$ cat src/hdl/text_input_validator_top_defines.svh
// assertion macros for the text input validator
`ifndef TEXT_INPUT_VALIDATOR_TOP_DEFINES_SVH
`define TEXT_INPUT_VALIDATOR_TOP_DEFINES_SVH

`ifndef SYNTH
// check a property on clk, off while arst_n is low
`define TIV_ASSERT(lbl, prop, msg) \
	lbl: assert property (@(posedge clk) disable iff (!arst_n) (prop)) else $error(msg);
// check that cond holds whenever trig holds
`define TIV_ASSERT_IMPL(lbl, trig, cond, msg) \
	lbl: assert property (@(posedge clk) disable iff (!arst_n) (trig) |-> (cond)) \
		else $error(msg);
`else
`define TIV_ASSERT(lbl, prop, msg)
`define TIV_ASSERT_IMPL(lbl, trig, cond, msg)
`endif

`endif

$ cat src/hdl/tiv_pkg.sv
package tiv_pkg;

	localparam int CountBitsDefault = 24;
	localparam int CfgW = 24;
	localparam logic [CfgW-1:0] LimitReset = 24'd1048576;

	localparam logic [7:0] CharLt = 8'h3C;
	localparam logic [7:0] CharGt = 8'h3E;
	localparam logic [7:0] CharSlash = 8'h2F;
	localparam logic [7:0] CharQuest = 8'h3F;
	localparam logic [7:0] CharBang = 8'h21;

	localparam int DeclLen = 5;
	localparam int BpmnLen = 5;
	localparam int ProcLen = 8;

	localparam logic [7:0] MarkDecl [DeclLen] = '{8'h3C, 8'h3F, 8'h78, 8'h6D, 8'h6C};
	localparam logic [7:0] MarkBpmn [BpmnLen] = '{8'h3C, 8'h62, 8'h70, 8'h6D, 8'h6E};
	localparam logic [7:0] MarkProc [ProcLen] =
		'{8'h3C, 8'h70, 8'h72, 8'h6F, 8'h63, 8'h65, 8'h73, 8'h73};

	typedef enum logic [2:0] {
		StatusOk       = 3'd0,
		StatusEmpty    = 3'd1,
		StatusTooLarge = 3'd2,
		StatusBadText  = 3'd3,
		StatusTruncXml = 3'd4
	} status_t;

	typedef enum logic [1:0] {
		KindNone      = 2'd0,
		KindMalformed = 2'd1,
		KindResource  = 2'd2
	} kind_t;

endpackage

$ cat src/hdl/text_input_validator_top.sv
// channel   | beat fields (lowest bit first)                  | handshake
// ----------+-------------------------------------------------+--------------------------
// s_axis    | tdata: data_byte; tuser: byte_valid; tlast      | s_axis_tvalid/tready
// m_axis    | tdata: status (zero padded); tuser: incident    | m_axis_tvalid/tready
// cfg       | cfg_data: max_input_bytes                       | cfg_valid/cfg_ready
//
// one byte per clock sustained while no closing beat waits; the closing beat is held in the
// input register and the status is loaded into the result register once that register is
// free, and m_axis_tvalid rises as the status is loaded.
// arst_n clears all message state and loads the size limit with 1048576.
// a stalled result holds in the result register while bytes keep flowing; only a
// closing beat waits in the input register until the result register frees.
// cfg_ready is always high; the limit is applied to the next closing beat.
`include "text_input_validator_top_defines.svh"

module text_input_validator_top
	import tiv_pkg::*;
#(
	parameter int COUNT_BITS = CountBitsDefault
) (
	input  logic            clk,
	input  logic            arst_n,
	input  logic            s_axis_tvalid,
	output logic            s_axis_tready,
	input  logic [7:0]      s_axis_tdata,  // [7:0] data_byte
	input  logic            s_axis_tlast,  // last_byte
	input  logic [0:0]      s_axis_tuser,  // [0] byte_valid
	output logic            m_axis_tvalid,
	input  logic            m_axis_tready,
	output logic [7:0]      m_axis_tdata,  // [2:0] status, [7:3] zero
	output logic [1:0]      m_axis_tuser,  // [1:0] incident_kind
	input  logic            cfg_valid,
	output logic            cfg_ready,
	input  logic [CfgW-1:0] cfg_data
);

	localparam int TotalW = COUNT_BITS + 1;

	// input register
	logic        valid_s1;
	logic [7:0]  data_s1;
	logic        bvalid_s1;
	logic        last_s1;
	logic        go;

	// message state
	logic [COUNT_BITS-1:0] limit_q;
	logic [TotalW-1:0]     byte_total_q, byte_total_d;
	logic [1:0]            cont_pend_q, cont_pend_d;
	logic                  enc_err_q, enc_err_d;
	logic [2:0]            m_decl_q, m_decl_d;
	logic [2:0]            m_bpmn_q, m_bpmn_d;
	logic [2:0]            m_proc_q, m_proc_d;
	logic                  marker_q, marker_d;
	logic                  in_tag_q, in_tag_d;
	logic [1:0]            tag_len_q, tag_len_d;
	logic                  closing_q, closing_d;
	logic                  skipped_q, skipped_d;
	logic [7:0]            prev_q, prev_d;
	logic [TotalW-1:0]     balance_q, balance_d;

	status_t status_d;
	kind_t   kind_d;

	assign cfg_ready = 1'b1;
	assign go = valid_s1 && (!last_s1 || !m_axis_tvalid || m_axis_tready);
	assign s_axis_tready = !valid_s1 || go;

	always_ff @(posedge clk or negedge arst_n) begin
		if (!arst_n) begin
			valid_s1 <= 1'b0;
		end else if (s_axis_tready) begin
			valid_s1 <= s_axis_tvalid;
		end
	end

	always_ff @(posedge clk) begin
		if (s_axis_tready && s_axis_tvalid) begin
			data_s1   <= s_axis_tdata;
			bvalid_s1 <= s_axis_tuser[0];
			last_s1   <= s_axis_tlast;
		end
	end

	always_ff @(posedge clk or negedge arst_n) begin
		if (!arst_n) begin
			limit_q <= COUNT_BITS'(LimitReset);
		end else if (cfg_valid && cfg_ready) begin
			limit_q <= COUNT_BITS'(cfg_data);
		end
	end

	always_comb begin
		logic [7:0] b;
		logic [3:0] nd;
		logic       hit;
		b            = data_s1;
		byte_total_d = byte_total_q;
		cont_pend_d  = cont_pend_q;
		enc_err_d    = enc_err_q;
		m_decl_d     = m_decl_q;
		m_bpmn_d     = m_bpmn_q;
		m_proc_d     = m_proc_q;
		marker_d     = marker_q;
		in_tag_d     = in_tag_q;
		tag_len_d    = tag_len_q;
		closing_d    = closing_q;
		skipped_d    = skipped_q;
		prev_d       = prev_q;
		balance_d    = balance_q;
		hit          = 1'b0;
		nd           = '0;

		if (bvalid_s1) begin
			if (byte_total_q != '1) begin
				byte_total_d = byte_total_q + TotalW'(1);
			end

			// loose utf-8 and control bytes
			if (!enc_err_q) begin
				if (cont_pend_q != 2'd0) begin
					if (b[7:6] == 2'b10) begin
						cont_pend_d = cont_pend_q - 2'd1;
					end else begin
						enc_err_d = 1'b1;
					end
				end else if (!b[7]) begin
					enc_err_d = b inside {[8'h00:8'h08], [8'h0E:8'h1F], 8'h7F};
				end else if (b[7:5] == 3'b110) begin
					cont_pend_d = 2'd1;
				end else if (b[7:4] == 4'b1110) begin
					cont_pend_d = 2'd2;
				end else if (b[7:3] == 5'b11110) begin
					cont_pend_d = 2'd3;
				end else begin
					enc_err_d = 1'b1;
				end
			end

			// marker matchers; a mismatch on '<' restarts at one
			if (b == MarkDecl[m_decl_q]) begin
				nd = {1'b0, m_decl_q} + 4'd1;
				if (nd == 4'(DeclLen)) begin
					hit      = 1'b1;
					m_decl_d = '0;
				end else begin
					m_decl_d = nd[2:0];
				end
			end else begin
				m_decl_d = {2'b00, b == CharLt};
			end
			if (b == MarkBpmn[m_bpmn_q]) begin
				nd = {1'b0, m_bpmn_q} + 4'd1;
				if (nd == 4'(BpmnLen)) begin
					hit      = 1'b1;
					m_bpmn_d = '0;
				end else begin
					m_bpmn_d = nd[2:0];
				end
			end else begin
				m_bpmn_d = {2'b00, b == CharLt};
			end
			if (b == MarkProc[m_proc_q]) begin
				nd = {1'b0, m_proc_q} + 4'd1;
				if (nd == 4'(ProcLen)) begin
					hit      = 1'b1;
					m_proc_d = '0;
				end else begin
					m_proc_d = nd[2:0];
				end
			end else begin
				m_proc_d = {2'b00, b == CharLt};
			end
			marker_d = marker_q || hit;

			// tag balance
			if (!in_tag_q) begin
				if (b == CharLt) begin
					in_tag_d  = 1'b1;
					tag_len_d = 2'd1;
					closing_d = 1'b0;
					skipped_d = 1'b0;
				end
			end else begin
				if (prev_q == CharLt && (b == CharQuest || b == CharBang)) begin
					skipped_d = 1'b1;
				end
				if (tag_len_q == 2'd1 && b == CharSlash) begin
					closing_d = 1'b1;
				end
				if (b == CharGt) begin
					if (!skipped_d) begin
						if (closing_d) begin
							balance_d = balance_q - TotalW'(1);
						end else if (prev_q != CharSlash) begin
							balance_d = balance_q + TotalW'(1);
						end
					end
					in_tag_d  = 1'b0;
					tag_len_d = 2'd0;
					closing_d = 1'b0;
					skipped_d = 1'b0;
				end else if (tag_len_q != 2'd3) begin
					tag_len_d = tag_len_q + 2'd1;
				end
			end
			prev_d = b;
		end

		if (byte_total_d == '0) begin
			status_d = StatusEmpty;
		end else if (byte_total_d > {1'b0, limit_q}) begin
			status_d = StatusTooLarge;
		end else if (enc_err_d || cont_pend_d != 2'd0) begin
			status_d = StatusBadText;
		end else if (marker_d && balance_d != '0) begin
			status_d = StatusTruncXml;
		end else begin
			status_d = StatusOk;
		end

		case (status_d)
			StatusOk:       kind_d = KindNone;
			StatusTooLarge: kind_d = KindResource;
			default:        kind_d = KindMalformed;
		endcase
	end

	always_ff @(posedge clk or negedge arst_n) begin
		if (!arst_n) begin
			byte_total_q <= '0;
			cont_pend_q  <= '0;
			enc_err_q    <= 1'b0;
			m_decl_q     <= '0;
			m_bpmn_q     <= '0;
			m_proc_q     <= '0;
			marker_q     <= 1'b0;
			in_tag_q     <= 1'b0;
			tag_len_q    <= '0;
			closing_q    <= 1'b0;
			skipped_q    <= 1'b0;
			prev_q       <= '0;
			balance_q    <= '0;
		end else if (go) begin
			if (last_s1) begin
				// message done, start clean
				byte_total_q <= '0;
				cont_pend_q  <= '0;
				enc_err_q    <= 1'b0;
				m_decl_q     <= '0;
				m_bpmn_q     <= '0;
				m_proc_q     <= '0;
				marker_q     <= 1'b0;
				in_tag_q     <= 1'b0;
				tag_len_q    <= '0;
				closing_q    <= 1'b0;
				skipped_q    <= 1'b0;
				prev_q       <= '0;
				balance_q    <= '0;
			end else begin
				byte_total_q <= byte_total_d;
				cont_pend_q  <= cont_pend_d;
				enc_err_q    <= enc_err_d;
				m_decl_q     <= m_decl_d;
				m_bpmn_q     <= m_bpmn_d;
				m_proc_q     <= m_proc_d;
				marker_q     <= marker_d;
				in_tag_q     <= in_tag_d;
				tag_len_q    <= tag_len_d;
				closing_q    <= closing_d;
				skipped_q    <= skipped_d;
				prev_q       <= prev_d;
				balance_q    <= balance_d;
			end
		end
	end

	// result register
	always_ff @(posedge clk or negedge arst_n) begin
		if (!arst_n) begin
			m_axis_tvalid <= 1'b0;
		end else if (go && last_s1) begin
			m_axis_tvalid <= 1'b1;
		end else if (m_axis_tready) begin
			m_axis_tvalid <= 1'b0;
		end
	end

	always_ff @(posedge clk) begin
		if (go && last_s1) begin
			m_axis_tdata <= {5'b00000, status_d};
			m_axis_tuser <= kind_d;
		end
	end

	`TIV_ASSERT(a_clear_after_end, (go && last_s1) |=> (byte_total_q == '0 && !in_tag_q), "message state not cleared after closing beat")
	`TIV_ASSERT_IMPL(a_err_needs_bytes, enc_err_q, byte_total_q != '0, "encoding error with no bytes counted")
	`TIV_ASSERT_IMPL(a_empty_no_tags, byte_total_q == '0, (balance_q == '0 && !marker_q && cont_pend_q == 2'd0), "tag or utf-8 state set before any byte")
	`TIV_ASSERT_IMPL(a_end_waits, (valid_s1 && last_s1 && m_axis_tvalid && !m_axis_tready), !s_axis_tready, "input taken while closing beat is stalled")

endmodule
$ cat config.mk
export PLATFORM = sky130hd
export DESIGN_NAME = text_input_validator_top
export DESIGN_NICKNAME = d
export VERILOG_FILES = /design/src/hdl/tiv_pkg.sv /design/src/hdl/text_input_validator_top.sv
export VERILOG_INCLUDE_DIRS = /design/src /design/src/hdl
export SDC_FILE = /design/constraint.sdc
export NUM_CORES = 1
export LEC_CHECK = 0
export ABC_AREA = 0
export ABC_CLOCK_PERIOD_IN_PS = 8800
export BUFFER_PORTS_ARGS = -buffer_cell sky130_fd_sc_hd__buf_2
export CAP_MARGIN = 30
export CORE_ASPECT_RATIO = 0.75
export CORE_MARGIN = 5
export CORE_UTILIZATION = 33
export CTS_BUF_LIST = sky130_fd_sc_hd__clkbuf_8
export DETAILED_ROUTE_END_ITERATION = 12
export PLACE_DENSITY_LB_ADDON = 0.08
export SLEW_MARGIN = 20
export SYNTH_ARGS = -nofsm -noshare
export SYNTH_HDL_FRONTEND = slang
export SYNTH_SLANG_ARGS = --single-unit
export TNS_END_PERCENT = 30
$ cat constraint.sdc
create_clock -name clk -period 8.8 [get_ports clk]
set_clock_uncertainty 0.15 [all_clocks]
set_input_delay 1.76 -clock clk [delete_from_list [all_inputs] [get_ports clk]]
set_output_delay 1.76 -clock clk [all_outputs]
set_load 0.01 [all_outputs]
; ---- After elaboration in Yosys (flattened, before gate mapping)
; Memories as Yosys holds them, arrays and structs flattened.
; Cells that the tools add are included.
; Widths: inputs -> output; s select.
[op_classes]
addsub = 8
n_lt_le_gt_ge = 8
eq_ne = 23
mux = 90
bitwise_logic = 3
reduce_logical = 29
[op_table]
columns = op, n
row1 = $mux 25, 10
row2 = $mux 8, 8
row3 = $add 25x1->25 const B, 2
row4 = $eq 8x6->1 const B, 6
row5 = $mux 3, 16
row6 = $mux 1, 40
row7 = $mux 2, 15
row8 = $gt 25x24->1, 1
row9 = $logic_not 25->1, 1
row10 = $ne 25x25->1 const B, 1
row11 = $reduce_bool 25->1, 1
row12 = $sub 25x1->25 const B, 1
row13 = $eq 8x8->1, 3
row14 = $add 3x1->4 const B, 3
row15 = $ge 4x4->1 const B, 3
row16 = $not 3->4, 3
row17 = $eq 4x3->1 const B, 2
row18 = $eq 4x4->1 const B, 2
row19 = $eq 8x7->1 const B, 1
row20 = $ge 8x1->1 const B, 1
row21 = $ge 8x4->1 const B, 1
row22 = $le 8x4->1 const B, 1
row23 = $le 8x5->1 const B, 1
row24 = $logic_and 1x1->1, 8
row25 = 19 further kinds, 30
[word_totals]
reg_bits = 117
rom_bits = 192
input_bits = 39
output_inout_bits = 13
word_cells = 185
memories = 3
[memory_table]
columns = name, depth, width, read_ports, rd_clocked_by_memory_dff, wr, line_no
row1 = (no name shown), 8, 8, 1, 0, 0, text_input_validator_top.sv:163  ; if (b == MarkProc[m_proc_q]) begin
row2 = (no name shown), 8, 8, 1, 0, 0, text_input_validator_top.sv:152  ; if (b == MarkBpmn[m_bpmn_q]) begin
row3 = (no name shown), 8, 8, 1, 0, 0, text_input_validator_top.sv:141  ; if (b == MarkDecl[m_decl_q]) begin

; ---- Longest topological paths before layout
; Gate-level depths: netlist (run 1).
[depth]
word_depth = 20
ltp_mapped = 17
mapped_depth_nobuf = 16

; ---- Worst setup path before layout (run 1)
; Ideal clock, no wire load.
[synth_timing]
path_kind = input -> output
from = in m_axis_tready
to = out s_axis_tready
arrival_time_ns = 1.999
required_time_ns = 6.890
setup_slack_ns = 4.891
cell_stages = 1
path_buffers = 0
path_cell_list = nand4b_1
[synth_between]
elab_chain_cells = 3
[synth_rtl]
columns = element, line_no
row1 = from (decl), text_input_validator_top.sv:29  ; input logic m_axis_tready,
row2 = $logic_or 1x1->1, text_input_validator_top.sv:66  ; assign go = valid_s1 && (!last_s1 || !m_axis_tvalid || m_axis_tready);
row3 = $logic_and 1x1->1, text_input_validator_top.sv:66
row4 = $logic_or 1x1->1, text_input_validator_top.sv:67  ; assign s_axis_tready = !valid_s1 || go;
row5 = to (decl), text_input_validator_top.sv:24  ; output logic s_axis_tready,
; No other way between the ends.

; ---- Worst setup path after layout (run 1)
[layout_timing]
from = reg byte_total_q[0]
to = reg m_axis_tdata[1] (data pin)
[layout_between]
elab_chain_cells = 6
word_cells_on_any_way = 8
classes_between = 1 x add/sub / 1 x order compare / 1 x eq/ne / 4 x mux / 1 x reduce/logical
[layout_rtl]
columns = element, line_no
row1 = from (decl), text_input_validator_top.sv:48  ; logic [TotalW-1:0] byte_total_q, byte_total_d;
row2 = from (signal assigned), text_input_validator_top.sv:261  ; byte_total_q <= byte_total_d;
row3 = $add 25x1->25 or $ne 25x25->1 (tied branches), "text_input_validator_top.sv:116, text_input_validator_top.sv:115"
row4 = $mux 25, text_input_validator_top.sv:115  ; if (byte_total_q != '1) begin
row5 = $mux 25 *, text_input_validator_top.sv:114  ; if (bvalid_s1) begin
row6 = $gt 25x24->1, text_input_validator_top.sv:212  ; end else if (byte_total_d > {1'b0, limit_q}) begin
row7 = $mux 3, text_input_validator_top.sv:212
row8 = $mux 3 *, text_input_validator_top.sv:210  ; if (byte_total_d == '0) begin
row9 = named net status_d[1], text_input_validator_top.sv:62  ; status_t status_d;
row10 = to (signal assigned), text_input_validator_top.sv:291  ; m_axis_tdata <= {5'b00000, status_d};
row11 = to (decl), text_input_validator_top.sv:30  ; output logic [7:0] m_axis_tdata,
; Mark *: on every way through the listed nets, which the timed path passes. The rest lies on a longest branch.
; A chain may end at the register's enable or synchronous reset.

==> results of run 1 <==
[critical path: stages, from the launching register on]
cell and delay (ns):
dfrtp_1 0.50, ha_1 0.32, nand4_1 0.28, nor4_1 0.68, a21boi_1 0.37, mux2_2 0.37
ha_1 0.28, nor2b_1 0.13, o21ai_0 0.16, a21oi_1 0.10, o31a_1 0.32, o21ai_0 0.18
a31oi_1 0.11, o21ai_0 0.25, nor2b_1 0.19, nor2_1 0.05
[layer usage]
metal  vias to the layer above  GRT usage, %  wire length (um)
met5                         -             0                 0
met2                       218         24.11             10450
met3                        16         3.468              1440
li1                       3814             -                 -
met4                         0         4.089               248
met1                      3830         30.35             14670
[final cells by class]
class                           instances  share of cell area, %
Sequential cell                       117                  31.56
Inverter                               61                  2.406
Clock buffer                           17                  2.458
Multi-Input combinational cell        804                  53.61
Clock inverter                         15                  2.235
Timing Repair Buffer                   55                  3.181
Tap cell                              344                  4.522
Antenna cell                            1                0.02629
[worst max path at each step]
stage                    startpoint               to  slack (ns)  cells after the start
floorplan             m_axis_tready    s_axis_tready        4.89                      1
global placement    byte_total_q[0]  m_axis_tdata[1]        4.33                     15
detailed placement  byte_total_q[0]  m_axis_tdata[1]        4.26                     15
CTS                 byte_total_q[0]  m_axis_tdata[1]        4.16                     15
global route        byte_total_q[0]  m_axis_tdata[1]        3.69                     15
finish              byte_total_q[0]  m_axis_tdata[1]        4.09                     15
[through the flow]
step	cell area (um^2)	power (W)	hold WS (ns)	std cells	worst slack [ns]
floorplan	8658	0.0007005	0.2991	1054	4.891
global route	9515	0.001409	0.3930	1413	3.685
detailed placement	9069	0.0007641	0.3255	1381	4.255
global placement	9069	0.0007657	0.3230	1381	4.334
finish	9518	0.001343	0.3410	1414	4.093
CTS	9515	0.001359	0.3442	1413	4.164
[cells in the mapped netlist (4+ instances only)]
cell type / instances / share of area (%)
a211oi_1: 4 / 0.35
a21o_1: 16 / 1.4
a21oi_1: 45 / 2.6
a22o_1: 16 / 1.6
a31oi_1: 13 / 0.94
a32o_1: 4 / 0.46
and2_1: 8 / 0.58
and3_1: 23 / 1.7
and4_1: 8 / 0.81
buf_1: 6 / 0.26
buf_2: 12 / 0.69
buf_4: 8 / 0.69
clkbuf_1: 45 / 2.0
dfrtp_1: 101 / 29
edfxtp_1: 15 / 5.2
ha_1: 45 / 6.5
inv_1: 61 / 2.6
mux2_2: 7 / 0.91
mux2i_1: 7 / 0.81
nand2_1: 120 / 5.2
nand2b_1: 10 / 0.72
nand3_1: 38 / 2.2
nand4_1: 31 / 2.2
nand4b_1: 8 / 0.81
nor2_1: 79 / 3.4
nor2b_1: 4 / 0.29
nor3_1: 36 / 2.1
nor4_1: 17 / 1.2
o2111ai_1: 4 / 0.41
o211ai_1: 5 / 0.43
o21a_1: 5 / 0.43
o21ai_0: 94 / 5.4
o31ai_1: 17 / 1.5
or2_2: 5 / 0.36
or3_1: 8 / 0.58
or4_1: 6 / 0.52
xnor2_1: 29 / 2.9
xor2_1: 16 / 1.6
[sequential cells by signal, summed over array words and instances (netlist names), 2 cells and up]
name and count:
balance_q 25, m_axis_tdata 3, cont_pend_q 2, prev_q 8, tag_len_q 2, m_axis_tuser 2, m_proc_q 3, byte_total_q 25
m_bpmn_q 3, m_decl_q 3, data_s1 8, limit_q 24
[power by group through the flow]
stage               combinational [W]  clock, W  sequential [W]
CTS                          0.000157  0.000605        0.000597
global placement             0.000158         0        0.000608
global route                 0.000178  0.000631        0.000601
finish                       0.000155  0.000591        0.000597
floorplan                    0.000105         0        0.000595
detailed placement           0.000156         0        0.000608
[cell families after synthesis]
| logic type | Yosys count |
|---|---|
| and+or+nand+nor | 426 |
| AOI/OAI and AO/OA | 268 |
| adders and majority gates | 45 |
| muxes | 14 |
| buffers and inverters | 133 |
| other | 2 |
| xor gates and xnor gates | 45 |
| DFF | 117 |
==> results.yml, run 1 <==
power:
  p_comb_share_pct: 11.5
  clkPwrFrac_pct: 44.0
  p_int_w: 0.0009625
  sw_frac_of_total_pct: 28.33
  leakagePower_nw: 4.110
  seqPwrFrac_pct: 44.4
  p_switching_w: 0.0003805
  power_density_nw_per_um2: 141.1
  peakVddDrop_mv: 0.1054
timing:
  fin_crit_ns: 4.707
  max_freq_mhz: 212.4
  rsz0062_at_grt: "false"
  tightest_slew_ns: 0.9557
  slew_viol_final: 0
  fin_tns_setup_ns: 0
  timing_hold_violations_final: 0
  setup_viol: 0
  maxSlewHeadroom_pct: 35.70
  timing.final.crit_share_pct: 53.49
global_route:
  grt_use_total_pct: 18.39
  antenna_found_initial: 0
  grt_max_degree: 60
  grt_pass1_vias: 7313
  grt_overflow: 0
  grt_pass1_wl_um: 42680
routing:
  drt_iter0_drc: 560
  via_per_inst: 5.571
  drc_errors: 0
  drtAntennaViolNets: 0
  drtPass1Iterations: 5
  wire_per_inst_um: 18.96
  wirelength_um: 26810
  dr_total_vias: 7878
floorplanning:
  fp.dieArea_um2: 29560
  num_rows: 51
  core_area_um2: 25910
  die_h_um: 150.2
  fp.dieW_um: 196.9
  initial_core_util_pct: 33.36
  io_pins: 52
yosys:
  synthMuxAreaShare_pct: 1.723
  synth_top_family_by_area: "simple AND/OR/NAND/NOR gates"
  syn_avg_cell_area_um2: 8.232
  synth.distinct_cells: 85
  synthAdderAreaFrac_pct: 6.514
  synth-seq-cells: 117
  yosysSeqAreaShare_pct: 34.76
  synth_edf_count: 15
  yosys.area_share.simple_pct: 25.49
  synth_warnings: 0
  netlist_area_um2: 8643
  synth_compound_area_share_pct: 20.48
  synth_xor_area_share_pct: 4.560
  postSynthCellCount: 1050
  synth_ff_type: "dfrtp_1"
  synthArstFlopShare_pct: 87.18
final_layout:
  layout_commonest_cell: "nand2_1"
  layout.nets: 1140
  nFillCells: 2771
  final_util_pct: 36.74
  multi_input_area_um2: 5102
  syn_to_final_growth_pct: 10.12
  final_cell_mix: "120 x nand2_1, 101 x dfrtp_1, 93 x o21ai_0, 79 x nor2_1, 63 x inv_1"
  seqCellArea_um2: 3004
  layout-drive-gt1-share_pct: 10.57
hold_path:
  min-delay-start: "cont_pend_q[1]"
  holdCritPathClass: "flip-flop to flip-flop"
  hold_end: "cont_pend_q[1]"
  min_path_cells: 2
critical_path:
  rrSetupSlack_ns: 4.09
  cp-start-kind: "flip-flop"
  arrival_ns: 4.78
  critPathCaptureType: "flip-flop"
  crit_type: "flip-flop to flip-flop"
  cp.required_ns: 8.87
  reg2reg_to: "m_axis_tdata[1]"
  worstReg2RegStart: "byte_total_q[0]"
  cp_max_fo: 9
  rr_worst_depth: 15
clock_network:
  clock-root-buffer: "clkbuf_8"
  cts.sinks: 117
  h-tree-depth: 4
  clockBufferDepth: 2
  clock_latency_ns: 0.48
  hold_buffers: 0
  post_cts_buffers: 0
  cts_tree: "built"
  cts_made_buffers: 17
  cts_resized: 0
  path_clk_slew_ns: 0.08
job:
  max-cap-violations: 0
outcome:
  status: "finished clean"
placed_design:
  gp_congestion: 0.8587
  dp_hpwl_um: 19230
  port_buffers: 45
No activity file was read; power rests on OpenSTA's default activity.
==> run 2, diff against run 1 <==
Settings changed: ABC_CLOCK_PERIOD_IN_PS 8800 to 4000.
Clock period 8.8 ns to 4 ns, I/O delays scaled along.
==> results.yml, run 2 (synthesized netlist as in run 1, its figures left out) <==
outcome:
  status: "finished clean"
critical_path:
  slowest_stage: "a31oi_2"
  cp_max_fo: 12
  cpPeakStageDelay_ns: 0.52
  cp.required_ns: 4.07
  crit_type: "flip-flop to flip-flop"
  rr_worst_depth: 12
  path_cells: "ha_1, and3b_1, a31oi_2, buf_4, buf_4, nor2_1, a22oi_1, xor2_1, o2111ai_1, nor3_1, nand4b_1, and3_1"
  cp-start-kind: "flip-flop"
  rrSetupSlack_ns: 0.25
  worstReg2RegStart: "tag_len_q[0]"
  reg2reg_to: "m_axis_tdata[2]"
  arrival_ns: 3.83
  cpMostUsedCell: "buf_4"
  critPathLaunch: "tag_len_q[0]"
  crit_end: "m_axis_tdata[2]"
  critPathCaptureType: "flip-flop"
timing:
  setup_viol: 0
  fin_crit_ns: 3.754
  slew_viol_final: 0
  timing.final.crit_share_pct: 93.85
  max_freq_mhz: 266.4
  maxSlewHeadroom_pct: 52.48
  timing_hold_violations_final: 0
  fin_tns_setup_ns: 0
  tightest_slew_ns: 0.7128
power:
  peakVddDrop_mv: 0.2681
  leakagePower_nw: 4.532
  power_density_nw_per_um2: 299.3
  p_total_w: 0.003054
final_layout:
  reg_top3: "balance_q: 25 flops, byte_total_q: 25 flops, limit_q: 24 flops"
  layout-drive-gt1-share_pct: 17.65
  multi_input_area_um2: 5142
  layout.nets: 1221
  nFillCells: 2685
  final_cell_mix: "120 x nand2_1, 101 x dfrtp_1, 92 x o21ai_0, 91 x buf_4, 79 x nor2_1"
  n_antenna_cell: 0
  post-route-cell-area_um2: 10200
  syn_to_final_growth_pct: 18.07
  layout_commonest_cell: "nand2_1"
  seqCellArea_um2: 3004
clock_network:
  cts_made_buffers: 17
  h-tree-depth: 4
  cts_tree: "built"
  clock-root-buffer: "clkbuf_8"
  clock_latency_ns: 0.47
  clockBufferDepth: 2
  cts.sinks: 117
  path_clk_slew_ns: 0.08
global_route:
  grt_overflow: 0
  grt_pass1_vias: 7683
  grt_pass1_wl_um: 44390
  grt_use_total_pct: 19.21
  antenna_found_initial: 0
  grt_max_degree: 58
floorplanning:
  fp.dieArea_um2: 29560
  initial_core_util_pct: 33.36
  io_pins: 52
  fp.dieW_um: 196.9
  die_h_um: 150.2
  core_area_um2: 25910
  num_rows: 51
routing:
  drt_iter0_drc: 773
  wirelength_um: 28070
  dr_total_vias: 8158
  drtAntennaViolNets: 0
  via_per_inst: 5.461
  drtPass1Iterations: 5
  wire_per_inst_um: 18.79
  drc_errors: 0
placed_design:
  gp_congestion: 0.9277
  place_area_um2: 9682
  port_buffers: 45
  dp_hpwl_um: 20680
job:
  max-cap-violations: 0
hold_path:
  holdCritPathClass: "primary input to asynchronous set/reset pin"
==> run 2: area by class of cell <==
class	instances	share of cell area [%]
Multi-Input combinational cell	804	50.39
Sequential cell	117	29.44
Timing Repair Buffer	136	9.049
Tap cell	344	4.218
Clock buffer	20	2.697
Inverter	61	2.244
Clock inverter	12	1.962
==> run 2: report_power, final <==
part	switching (W)	internal (W)	leakage, nW
Sequential	0.0000309	0.00126	1.51
Combinational	0.000254	0.000147	2.79
Clock	0.000568	0.000793	0.237
==> run 2: critical path: cells and delay by family, from the launching register on <==
| kind | cells | cell delay, ns |
|---|---|---|
| AOI/OAI and AO/OA | 3 | 1.07 |
| xor gates and xnor gates | 1 | 0.37 |
| adders and majority gates | 1 | 0.23 |
| buffers and inverters | 2 | 0.44 |
| DFF | 1 | 0.42 |
| and+or+nand+nor | 5 | 0.83 |
==> run 2: through the flow <==
stage	setup slack, ns	cells	hold slack, ns	util, %
finish	0.2460	1494	0.2196	39.39
global route	-0.01178	1494	0.2507	39.39
global placement	0.06054	1461	0.3191	37.37
floorplan	0.1387	1054	0.2991	-
CTS	0.007710	1493	0.2300	39.21
detailed placement	0.03507	1461	0.3271	37.37
==> run 2: worst min path at each step <==
stage | start | endpoint | slack (ns) | cells past startpoint
after CTS | arst_n | balance_q[17] | 0.23 | 1
final | arst_n | limit_q[19] | 0.22 | 1
after floorplan | cont_pend_q[1] | cont_pend_q[1] | 0.30 | 2
after global routing | arst_n | limit_q[19] | 0.25 | 1
after global placement | cont_pend_q[1] | cont_pend_q[1] | 0.32 | 2
after detailed placement | cont_pend_q[1] | cont_pend_q[1] | 0.33 | 2
==> run 2: timing repair <==
item	CTS	global route
setup endpoints to repair	0	5
endpoints found under the hold margin	0	0
hold buffers	0	0
gates resized for setup	0	10
buffers inserted	0	1
==> run 2: per-layer routing <==
metal	vias up	GRT usage (%)	part of all wire (%)
li1	3975	-	-
met1	3873	31.43	54
met2	282	24.55	38
met3	28	4.855	7.5
met4	0	4.331	1.2
met5	-	0	0
